**config.mk**
```make
export PLATFORM = sky130hd
export DESIGN_NAME = mixed_radix_converter_unit
export DESIGN_NICKNAME = d
export VERILOG_FILES = /design/src/rtl/mrc_pkg.sv /design/src/rtl/mrc_value.sv /design/src/rtl/mrc_digit.sv /design/src/rtl/mixed_radix_converter_unit.sv
export SDC_FILE = /design/constraint.sdc
export NUM_CORES = 2
export LEC_CHECK = 0
export BUFFER_PORTS_ARGS = -buffer_cell sky130_fd_sc_hd__buf_2
export CAP_MARGIN = 10
export CORE_MARGIN = 2
export CORE_UTILIZATION = 34
export CTS_CLUSTER_DIAMETER = 150
export DETAILED_ROUTE_END_ITERATION = 10
export GPL_TIMING_DRIVEN = 0
export PLACE_DENSITY = 0.48
export SYNTH_ARGS = -nofsm -noshare
export SYNTH_HDL_FRONTEND = slang
export SYNTH_HIERARCHICAL = 1
export SYNTH_SLANG_ARGS = --single-unit
```
**constraint.sdc**
```tcl
create_clock -name clock -period 8.1 [get_ports clock]
set_input_delay 0 -clock clock [delete_from_list [all_inputs] [get_ports clock]]
set_output_delay 0 -clock clock [all_outputs]
set_load 0.01 [all_outputs]
```
**src/rtl/mrc_pkg.sv**
```systemverilog
`default_nettype none

package mrc_pkg;

   localparam int DIGIT_W     = 4;
   localparam int RADIX_W     = 5;
   localparam int FIELD_COUNT = 4;
   localparam int VALUE_W     = 16;
   localparam int CAP_W       = 17;
   localparam int RECIP_SHIFT = 20;
   localparam int RECIP_W     = 21;
   localparam int PROD_W      = VALUE_W + RECIP_SHIFT;

   // floor(2^20 / radix), indexed by base digit (radix - 1)
   localparam logic [RECIP_W-1:0] RECIP_TABLE [16] = '{
      21'd1048576, 21'd524288, 21'd349525, 21'd262144,
      21'd209715,  21'd174762, 21'd149796, 21'd131072,
      21'd116508,  21'd104857, 21'd95325,  21'd87381,
      21'd80659,   21'd74898,  21'd69905,  21'd65536
   };

   typedef logic [FIELD_COUNT-1:0][DIGIT_W-1:0] mrc_digits_type;

   typedef struct packed {
      logic [DIGIT_W-1:0] value_digit_0;
      logic [DIGIT_W-1:0] value_digit_1;
      logic [DIGIT_W-1:0] value_digit_2;
      logic [DIGIT_W-1:0] value_digit_3;
      logic [DIGIT_W-1:0] source_base_0;
      logic [DIGIT_W-1:0] source_base_1;
      logic [DIGIT_W-1:0] source_base_2;
      logic [DIGIT_W-1:0] source_base_3;
      logic [DIGIT_W-1:0] target_base_0;
      logic [DIGIT_W-1:0] target_base_1;
      logic [DIGIT_W-1:0] target_base_2;
      logic [DIGIT_W-1:0] target_base_3;
   } mrc_req_type;

   typedef struct packed {
      logic [DIGIT_W-1:0] result_digit_0;
      logic [DIGIT_W-1:0] result_digit_1;
      logic [DIGIT_W-1:0] result_digit_2;
      logic [DIGIT_W-1:0] result_digit_3;
      logic               overflow;
   } mrc_rsp_type;

   // in-flight conversion: remaining quotient, target bases still to use
   // (next one at index 0), digits produced so far (shifted in from the top)
   typedef struct packed {
      logic [VALUE_W-1:0] rest;
      mrc_digits_type     tbase;
      mrc_digits_type     digit;
      logic               over;
   } mrc_work_type;

   function automatic logic [RADIX_W-1:0] radix_of(input logic [DIGIT_W-1:0] base);
      return {1'b0, base} + RADIX_W'(1);
   endfunction

endpackage

`default_nettype wire

```
**src/rtl/mrc_value.sv**
```systemverilog
`default_nettype none

module mrc_value (
   input  logic                 clock,
   input  logic                 reset,
   input  logic                 in_valid,
   input  mrc_pkg::mrc_req_type in_req,
   output logic                 out_valid,
   output mrc_pkg::mrc_work_type out_work
);
   import mrc_pkg::*;

   localparam int STAGES = 4;

   logic [STAGES-1:0] valid_ff, valid_in;

   // stage 1
   logic [8:0]         sum01_1_ff, sum01_1_in;
   logic [8:0]         w2_1_ff, w2_1_in;
   logic [8:0]         t01_1_ff, t01_1_in;
   logic [8:0]         t23_1_ff, t23_1_in;
   logic [DIGIT_W-1:0] d2_1_ff, d3_1_ff;
   logic [RADIX_W-1:0] r2_1_ff;
   mrc_digits_type     tb_1_ff, tb_1_in;

   // stage 2
   logic [11:0]        term2_2_ff, term2_2_in;
   logic [12:0]        w3_2_ff, w3_2_in;
   logic [CAP_W-1:0]   cap_2_ff, cap_2_in;
   logic [8:0]         sum01_2_ff;
   logic [DIGIT_W-1:0] d3_2_ff;
   mrc_digits_type     tb_2_ff;

   // stage 3
   logic [15:0]        term3_3_ff, term3_3_in;
   logic [12:0]        part_3_ff, part_3_in;
   logic [CAP_W-1:0]   cap_3_ff;
   mrc_digits_type     tb_3_ff;

   // stage 4
   mrc_work_type       work_4_ff, work_4_in;
   logic [CAP_W-1:0]   value_4;

   assign valid_in = {valid_ff[STAGES-2:0], in_valid};

   always_comb begin
      sum01_1_in = 9'(in_req.value_digit_0)
                 + 9'(in_req.value_digit_1) * 9'(radix_of(in_req.source_base_0));
      w2_1_in    = 9'(radix_of(in_req.source_base_0)) * 9'(radix_of(in_req.source_base_1));
      t01_1_in   = 9'(radix_of(in_req.target_base_0)) * 9'(radix_of(in_req.target_base_1));
      t23_1_in   = 9'(radix_of(in_req.target_base_2)) * 9'(radix_of(in_req.target_base_3));
      tb_1_in    = {in_req.target_base_3, in_req.target_base_2,
                    in_req.target_base_1, in_req.target_base_0};
   end

   always_comb begin
      term2_2_in = 12'(d2_1_ff) * 12'(w2_1_ff);
      w3_2_in    = 13'(w2_1_ff) * 13'(r2_1_ff);
      cap_2_in   = CAP_W'(t01_1_ff) * CAP_W'(t23_1_ff);
   end

   always_comb begin
      term3_3_in = 16'(d3_2_ff) * 16'(w3_2_ff);
      part_3_in  = 13'(sum01_2_ff) + 13'(term2_2_ff);
   end

   always_comb begin
      value_4         = CAP_W'(part_3_ff) + CAP_W'(term3_3_ff);
      work_4_in.rest  = value_4[VALUE_W-1:0];
      work_4_in.tbase = tb_3_ff;
      work_4_in.digit = '0;
      work_4_in.over  = (value_4 >= cap_3_ff);
   end

   always_ff @(posedge clock) begin
      if (reset) begin
         valid_ff <= '0;
      end else begin
         valid_ff <= valid_in;
      end
   end

   always_ff @(posedge clock) begin
      sum01_1_ff <= sum01_1_in;
      w2_1_ff    <= w2_1_in;
      t01_1_ff   <= t01_1_in;
      t23_1_ff   <= t23_1_in;
      d2_1_ff    <= in_req.value_digit_2;
      d3_1_ff    <= in_req.value_digit_3;
      r2_1_ff    <= radix_of(in_req.source_base_2);
      tb_1_ff    <= tb_1_in;

      term2_2_ff <= term2_2_in;
      w3_2_ff    <= w3_2_in;
      cap_2_ff   <= cap_2_in;
      sum01_2_ff <= sum01_1_ff;
      d3_2_ff    <= d3_1_ff;
      tb_2_ff    <= tb_1_ff;

      term3_3_ff <= term3_3_in;
      part_3_ff  <= part_3_in;
      cap_3_ff   <= cap_2_ff;
      tb_3_ff    <= tb_2_ff;

      work_4_ff  <= work_4_in;
   end

   assign out_valid = valid_ff[STAGES-1];
   assign out_work  = work_4_ff;

endmodule

`default_nettype wire

```
**src/rtl/mrc_digit.sv**
```systemverilog
`default_nettype none

module mrc_digit (
   input  logic                  clock,
   input  logic                  reset,
   input  logic                  in_valid,
   input  mrc_pkg::mrc_work_type in_work,
   output logic                  out_valid,
   output mrc_pkg::mrc_work_type out_work
);
   import mrc_pkg::*;

   localparam int QR_W  = VALUE_W + RADIX_W;
   localparam int REM_W = VALUE_W + 1;

   logic               valid_a_ff, valid_b_ff;
   logic [PROD_W-1:0]  prod_ff, prod_in;
   mrc_work_type       work_a_ff;
   mrc_work_type       work_b_ff, work_b_in;

   logic [RADIX_W-1:0] radix;
   logic [VALUE_W-1:0] q_est;
   logic [QR_W-1:0]    qr;
   logic [REM_W-1:0]   rem;
   logic [DIGIT_W-1:0] new_digit;
   logic [VALUE_W-1:0] quotient;

   // quotient estimate by reciprocal; low by at most one
   assign prod_in = PROD_W'(in_work.rest) * PROD_W'(RECIP_TABLE[in_work.tbase[0]]);

   always_comb begin
      radix = radix_of(work_a_ff.tbase[0]);
      q_est = prod_ff[RECIP_SHIFT +: VALUE_W];
      qr    = QR_W'(q_est) * QR_W'(radix);
      rem   = REM_W'(work_a_ff.rest) - qr[REM_W-1:0];
      if (rem >= REM_W'(radix)) begin
         new_digit = DIGIT_W'(rem - REM_W'(radix));
         quotient  = q_est + VALUE_W'(1);
      end else begin
         new_digit = DIGIT_W'(rem);
         quotient  = q_est;
      end
      work_b_in.rest  = quotient;
      work_b_in.tbase = {DIGIT_W'(0), work_a_ff.tbase[FIELD_COUNT-1:1]};
      work_b_in.digit = {new_digit, work_a_ff.digit[FIELD_COUNT-1:1]};
      work_b_in.over  = work_a_ff.over;
   end

   always_ff @(posedge clock) begin
      if (reset) begin
         valid_a_ff <= 1'b0;
         valid_b_ff <= 1'b0;
      end else begin
         valid_a_ff <= in_valid;
         valid_b_ff <= valid_a_ff;
      end
   end

   always_ff @(posedge clock) begin
      prod_ff   <= prod_in;
      work_a_ff <= in_work;
      work_b_ff <= work_b_in;
   end

   assign out_valid = valid_b_ff;
   assign out_work  = work_b_ff;

endmodule

`default_nettype wire

```
**src/rtl/mixed_radix_converter_unit.sv**
```systemverilog
// Channel   Ports                      Direction  Transfer
// request   start, busy, req_data      in         start && !busy
// response  rsp_strobe, rsp_data       out        rsp_strobe (one cycle)
//
// Path: value and capacity are built in mrc_value, then the reciprocal divider chain
// has an mrc_digit per target digit, then the output register. One transfer per cycle.
// busy is always low; nothing in the pipeline stalls.
// Synchronous reset clears valid bits only; no warm-up after reset.
`default_nettype none

module mixed_radix_converter_unit #(
   parameter int NUM_DIGITS = 4
) (
   input  logic                 clock,
   input  logic                 reset,
   input  logic                 start,
   output logic                 busy,
   input  mrc_pkg::mrc_req_type req_data,
   output logic                 rsp_strobe,
   output mrc_pkg::mrc_rsp_type rsp_data
);
   import mrc_pkg::*;

   localparam logic [FIELD_COUNT-1:0] USE_MASK = FIELD_COUNT'((1 << NUM_DIGITS) - 1);

   mrc_req_type  req_masked;
   logic         req_transfer;

   logic [FIELD_COUNT:0] chain_valid;
   mrc_work_type         chain_work [FIELD_COUNT+1];

   logic         rsp_valid_ff;
   mrc_rsp_type  rsp_data_ff, rsp_data_in;
   mrc_work_type last_work;

   assign busy         = 1'b0;
   assign req_transfer = start && !busy;

   // unused positions become digit 0, radix 1
   always_comb begin
      req_masked               = req_data;
      req_masked.value_digit_0 = USE_MASK[0] ? req_data.value_digit_0 : '0;
      req_masked.value_digit_1 = USE_MASK[1] ? req_data.value_digit_1 : '0;
      req_masked.value_digit_2 = USE_MASK[2] ? req_data.value_digit_2 : '0;
      req_masked.value_digit_3 = USE_MASK[3] ? req_data.value_digit_3 : '0;
      req_masked.source_base_0 = USE_MASK[0] ? req_data.source_base_0 : '0;
      req_masked.source_base_1 = USE_MASK[1] ? req_data.source_base_1 : '0;
      req_masked.source_base_2 = USE_MASK[2] ? req_data.source_base_2 : '0;
      req_masked.source_base_3 = USE_MASK[3] ? req_data.source_base_3 : '0;
      req_masked.target_base_0 = USE_MASK[0] ? req_data.target_base_0 : '0;
      req_masked.target_base_1 = USE_MASK[1] ? req_data.target_base_1 : '0;
      req_masked.target_base_2 = USE_MASK[2] ? req_data.target_base_2 : '0;
      req_masked.target_base_3 = USE_MASK[3] ? req_data.target_base_3 : '0;
   end

   mrc_value u_value (
      .clock     (clock),
      .reset     (reset),
      .in_valid  (req_transfer),
      .in_req    (req_masked),
      .out_valid (chain_valid[0]),
      .out_work  (chain_work[0])
   );

   for (genvar g = 0; g < FIELD_COUNT; g++) begin : g_digit
      mrc_digit u_digit (
         .clock     (clock),
         .reset     (reset),
         .in_valid  (chain_valid[g]),
         .in_work   (chain_work[g]),
         .out_valid (chain_valid[g+1]),
         .out_work  (chain_work[g+1])
      );
   end

   always_comb begin
      last_work                  = chain_work[FIELD_COUNT];
      rsp_data_in.overflow       = last_work.over;
      rsp_data_in.result_digit_0 = last_work.over ? '0 : last_work.digit[0];
      rsp_data_in.result_digit_1 = last_work.over ? '0 : last_work.digit[1];
      rsp_data_in.result_digit_2 = last_work.over ? '0 : last_work.digit[2];
      rsp_data_in.result_digit_3 = last_work.over ? '0 : last_work.digit[3];
   end

   always_ff @(posedge clock) begin
      if (reset) begin
         rsp_valid_ff <= 1'b0;
      end else begin
         rsp_valid_ff <= chain_valid[FIELD_COUNT];
      end
   end

   always_ff @(posedge clock) begin
      rsp_data_ff <= rsp_data_in;
   end

   assign rsp_strobe = rsp_valid_ff;
   assign rsp_data   = rsp_data_ff;

endmodule

`default_nettype wire
```
## After elaboration in Yosys (flattened, before gate mapping)

Memory sizes are Yosys's and may differ from the RTL's.
Index checks and enable logic that the tools add are counted.
W data, S select, Z words.

- $add $sub $neg: 25
- Multiply operators: 16
- Divide/modulo/power cells: 0
- $lt $le $gt $ge: 9
- Eq/ne operators: 0
- Shifts and indexed selects: 0
- Multiplexer cells: 15
- Bitwise logic cells: 4
- Reduce and logical (&&, ||, !) cells: 0

Operators with widths:

| cell | number |
|---|---|
| $mux W21 | 8 |
| $mul A16 B21 Y36 | 4 |
| $ge A17 B5 Y1 | 4 |
| $mul A16 B5 Y17 | 4 |
| $sub A16 B17 Y17 | 4 |
| $add A4 B1 Y5 const B | 11 |
| $add A16 B1 Y16 const B | 3 |
| $mux W16 | 3 |
| $mul A5 B5 Y9 | 3 |
| $ge A5 B5 Y1 const B | 4 |
| $not A4 Y5 | 4 |
| $add A13 B16 Y17 | 1 |
| $ge A17 B17 Y1 | 1 |
| $mul A9 B9 Y17 | 1 |
| $mul A4 B13 Y16 | 1 |
| $mux W4 | 4 |
| $sub A4 B4 Y4 | 4 |
| $add A9 B12 Y13 | 1 |
| $mul A9 B5 Y13 | 1 |
| $mul A4 B9 Y12 | 1 |
| $add A4 B9 Y9 | 1 |
| $mul A4 B5 Y9 | 1 |

- Register bits after elaboration: 653
- Bits in latches: 0
- RAM bits: 0
- ROM bits: 1,344
- Input port bits: 51
- Output and inout bits: 19
- Logic and storage cells: 172
- Memories: 4

Memories:

| name | depth | width | read ports | clocked after Yosys merged registers in | wr ports | RTL line | RTL |
|---|---|---|---|---|---|---|---|
| (name not given) | 16 | 21 | 1 | 0 | 0 | mrc_digit.sv:29 | `assign prod_in = PROD_W'(in_work.rest) * PROD_W'(RECIP_TABLE[in_work.tbase[0]]);` |
| (name not given) | 16 | 21 | 1 | 0 | 0 | mrc_digit.sv:29 |  |
| (name not given) | 16 | 21 | 1 | 0 | 0 | mrc_digit.sv:29 |  |
| (name not given) | 16 | 21 | 1 | 0 | 0 | mrc_digit.sv:29 |  |

## Logic depth before layout (Yosys ltp)

- Depth in word-level cells: 5
- Depth in mapped cells: 31
- Gate-level depth less buffers: 29

## Cells and area by module

The synthesis kept the hierarchy.

Modules (own cells, without submodules):

| module | instances | cells an instance | area an instance (µm²) | seq. area each (µm²) |
|---|---|---|---|---|
| mrc_digit (g_digit[3].u_digit) | 1 | 1,730 | 15,927.8 | 2,162.1 |
| mrc_digit (g_digit[2].u_digit) | 1 | 1,706 | 15,767.6 | 2,162.1 |
| mrc_digit (g_digit[1].u_digit) | 1 | 1,707 | 15,760.1 | 2,162.1 |
| mrc_digit (g_digit[0].u_digit) | 1 | 1,693 | 15,584.9 | 2,162.1 |
| mrc_value | 1 | 1,569 | 15,401.0 | 4,704.5 |
| mixed_radix_converter_unit | 1 | 38 | 521.8 | 360.3 |

## Worst setup path after synthesis

Ideal clock, no wire load.

- Kind: register -> register
- Start point: reg g_digit[0].u_digit.work_b_ff, in the netlist g_digit[0].u_digit/out_work[18]
- End point: reg g_digit[1].u_digit.prod_ff[35]
- Library setup time: 0.072 ns
- Data arrival time: 7.266 ns
- Data required time: 8.028 ns
- Slack: 0.762 ns
- Cell stages (with the launch flop): 28
- Buffers on the path: 2
- Period minus slack after synthesis: 7.338 ns
- Cell sequence: dfxtp_1 > clkinv_1 > ha_1 > clkbuf_1 > nor3_1 > o21ai_0 > clkbuf_1 > and3_1 > fa_1 > inv_1 > fa_1 > fa_1 > inv_1 > fa_1 > fa_1 > inv_1 > fa_1 > inv_1 > ha_1 > a21oi_1 > o21ai_0 > a221o_1 > a21oi_1 > o21ai_1 > o31a_1 > or4_1 > a31oi_1 > xnor2_1

- Cells in the longest elaborated chain, start to end: 5

RTL lines:

| element | RTL line | RTL |
|---|---|---|
| start, declared | mrc_digit.sv:19 | `mrc_work_type work_b_ff, work_b_in;` |
| start signal, assigned | mrc_digit.sv:62 | `work_b_ff <= work_b_in;` |
| $not A4 Y5 (implied by the code) | mrc_digit.sv:29 |  |
| $mem_v2 Z16 W21 | - |  |
| $mux W21 (implied by the code) (2 in series) | mrc_digit.sv:29 |  |
| $mul A16 B21 Y36 | mrc_digit.sv:29 |  |
| named net g_digit[1].u_digit.prod_in[35] | mrc_digit.sv:17 | `logic [PROD_W-1:0] prod_ff, prod_in;` |
| end signal, assigned | mrc_digit.sv:60 | `prod_ff <= prod_in;` |
| end, declared | mrc_digit.sv:17 |  |

The timed path passes the listed nets, and every way through them passes these cells. The select of a mux whose other input is x is not followed.
A chain may end at the register's enable or synchronous reset.

## Worst setup path in the final report

- Start point: reg u_value.work_4_ff, in the netlist u_value/out_work[48]
- End point: reg g_digit[0].u_digit.prod_ff[34]

- Cells in the longest elaborated chain, start to end: 1

RTL lines:

| element | RTL line | RTL |
|---|---|---|
| start, declared | mrc_value.sv:41 | `mrc_work_type work_4_ff, work_4_in;` |
| start signal, assigned | mrc_value.sv:105 | `work_4_ff <= work_4_in;` |
| $mul A16 B21 Y36 | mrc_digit.sv:29 |  |
| named net g_digit[0].u_digit.prod_in[34] | mrc_digit.sv:17 |  |
| end signal, assigned | mrc_digit.sv:60 |  |
| end, declared | mrc_digit.sv:17 |  |

The timed path passes the listed nets, and every way through them passes these cells.

==> metrics.md <==
| Metric | Value |
|---|---|
| Status | finished, final reports clean |
| # rows | 173 |
| Mean Syn Cell Area | 9.23 um^2 |
| Final net count | 10700 |
| Total grt overflow | 0 |
| Post-route setup slack | 236 ps |
| Crit Path Class | reg -> reg |
| CTS tree | done |
| Num CTS Buffers | 70 |
| Gate Count Post-Synth | 8248 |
| Startpoint Class | flop |
| Routability Congestion | 0.953 |
| Max FO, Critical Path | 10 |
| Clock Skews | 45.1 ps |
| Clk_lat worst skew | 700 ps |
| Layout cells sized above 1 | 0.0578 |
| Final WL | 218000 um |
| Root buffer cell | clkbuf_16 |
| Worst-path clk slew | 60 ps |
| Rel. slew slack | 0.321 |
| Vert. Die Dim | 477 um |
| Crit path required time | 8690 ps |
| Syn. warnings | 6 |
| Initial DRC count | 3045 |
| CP Capture Type | flop |
| Total track usage | 0.193 |
| Die area | 228000 um^2 |
| Initial antenna violation count | 6 |
| ANT nets after route | 0 |
| Longest Clk Path Bufs | 3 |
| Highest Clock Rate | 127 MHz |
| RSZ-0062 raised after global routing | yes |
| Ports | 70 |
| Hold WC Path Type | in -> reg |
| Final period utilization | 0.971 |
| Syn nets | 10400 |
| Final hold violations | 0 |
| Sink Count | 573 |
| Post-Syn Area | 76100 um^2 |
| Final setup fails | 0 |
| Synth-to-layout area growth | 10.9% |
| Die width | 477 um |
| Max-slew violation count | 0 |
| HPWL Detailed | 181000 um |
| Initial Utilization | 0.342 |
| I/O Buffers | 64 |
| Cell depth of the worst hold path | 2 |
| CP arrival | 8460 ps |
| Largest net degree at the start of global routing | 17 |
| Max-Cap Viols | 0 |
| Via count | 55000 |
| First-pass GRT wire length | 344000 um |
| Dpl ws | -1640 ps |
| Least-Margin Pin Slew | 1010 ps |
| Vias per cell | 4.78 |
| Core footprint | 222000 um^2 |
| Maximum level of the CTS H-tree | 3 |
| R2R cell count | 23 |
| Drt drc | 0 |
| Number of global-route vias before repair | 59300 |
| Drt first pass iters | 5 |
| Avg WL per Cell | 18.9 um |
| Min cycle time layout | 7860 ps |
## layout make-up
type	instances	area (um^2)
well taps	2975	3720
clock buffers	88	1920
fillers	22900	138000
diodes	4	10.0
multi-input cells	5626	57500
plain buffers	294	1400
flip-flops and latches	573	11500
repair buffers	167	1270
inverters	1743	6560
clock inverters	40	536
## cells in the final DEF (no fill, tap or decap), drive strengths merged, types with 9 or more instances in the layout
| cell type | n |
|---|---|
| a211o | 9 |
| a211oi | 19 |
| a21o | 78 |
| a21oi | 185 |
| a221oi | 9 |
| a31oi | 19 |
| and2 | 562 |
| and3 | 134 |
| and4 | 12 |
| buf | 150 |
| clkbuf | 328 |
| clkinv | 15 |
| clkinvlp | 13 |
| dfxtp | 573 |
| dlygate4sd3 | 71 |
| fa | 1394 |
| ha | 755 |
| inv | 1747 |
| mux2 | 10 |
| mux2i | 13 |
| nand2 | 1129 |
| nand2b | 56 |
| nand3 | 116 |
| nand4 | 43 |
| nor2 | 209 |
| nor2b | 113 |
| nor3 | 59 |
| nor3b | 12 |
| nor4 | 9 |
| o211ai | 14 |
| o21a | 26 |
| o21ai | 132 |
| o21bai | 21 |
| o22ai | 15 |
| or2 | 17 |
| or3 | 16 |
| or4 | 9 |
| xnor2 | 229 |
| xor2 | 87 |
## per-stage QoR
step	hold WS, ps	area (um^2)	instances	setup TNS (ps)	utilization
2_1_floorplan	27.7	76100	8248	0	-
3_3_place_gp	103	80200	11300	-56390	0.361
3_5_place_dp	104	80200	11300	-57020	0.361
4_1_cts	7.42	83900	11500	0	0.378
5_1_grt	57.1	84400	11500	-33.6	0.380
6_report	77.2	84400	11500	0	0.380
## repair_timing
| action | in CTS | in global routing |
|---|---|---|
| resized for setup | 184 | 162 |
| setup buffers | 11 | 19 |
| endpoints found under the hold margin | 63 | 0 |
| gates cloned | 0 | 0 |
| hold buffers | 71 | 0 |
| pin swaps | 4 | 11 |
| setup endpoints to repair | 64 | 35 |
## per-layer routing
layer / global-route usage / vias to the layer above / routed length [um]
met4: 0.0478 / 0 / 5600
met1: 0.256 / 28000 / 95700
met2: 0.337 / 1207 / 108000
met5: 0 / - / 0
li1: - / 25500 / -
met3: 0.0206 / 278 / 9030
## worst paths after layout
kind	startpoint	endpoint	slack (ps)
max reg2reg	u_value/out_work[48]	g_digit[0].u_digit/prod_ff[34]	240
min	req_data[14]	u_value/tb_1_ff[2]	80
max	u_value/out_work[48]	g_digit[0].u_digit/prod_ff[34]	240
min reg2reg	g_digit[0].u_digit/work_a_ff[27]	g_digit[0].u_digit/out_work[23]	290
## flip-flops by register name (all words and copies together) (netlist names), 9 cells and up
| register | flops |
|---|---|
| g_digit.u_digit/out_work | 116 |
| g_digit.u_digit/prod_ff | 64 |
| g_digit.u_digit/work_a_ff | 132 |
| rsp_data | 17 |
| u_value/cap_2_ff | 17 |
| u_value/cap_3_ff | 17 |
| u_value/out_work | 33 |
| u_value/part_3_ff | 13 |
| u_value/sum01_1_ff | 9 |
| u_value/sum01_2_ff | 9 |
| u_value/t01_1_ff | 9 |
| u_value/t23_1_ff | 9 |
| u_value/tb_1_ff | 16 |
| u_value/tb_2_ff | 16 |
| u_value/tb_3_ff | 16 |
| u_value/term2_2_ff | 12 |
| u_value/term3_3_ff | 16 |
| u_value/w2_1_ff | 9 |
| u_value/w3_2_ff | 13 |
## worst max-delay path: stages (launching register included)
cell and delay [ps]:
dfxtp_1 380, clkbuf_1 540, clkbuf_1 530, nand3_2 250, fa_1 570, fa_1 590, inv_1 70, fa_1 510
fa_1 540, fa_1 550, inv_1 60, fa_1 530, inv_1 40, ha_1 290, and4_1 170, nand4_1 220
a21oi_2 110, a211o_2 390, o21ai_4 270, a31oi_2 160, a221o_1 400, and4_1 240, nor3_1 210, xnor2_1 150
Power is left out: the tool's default activity adds up to more than one toggle a clock period on the data nets, which glitch-free logic cannot reach.
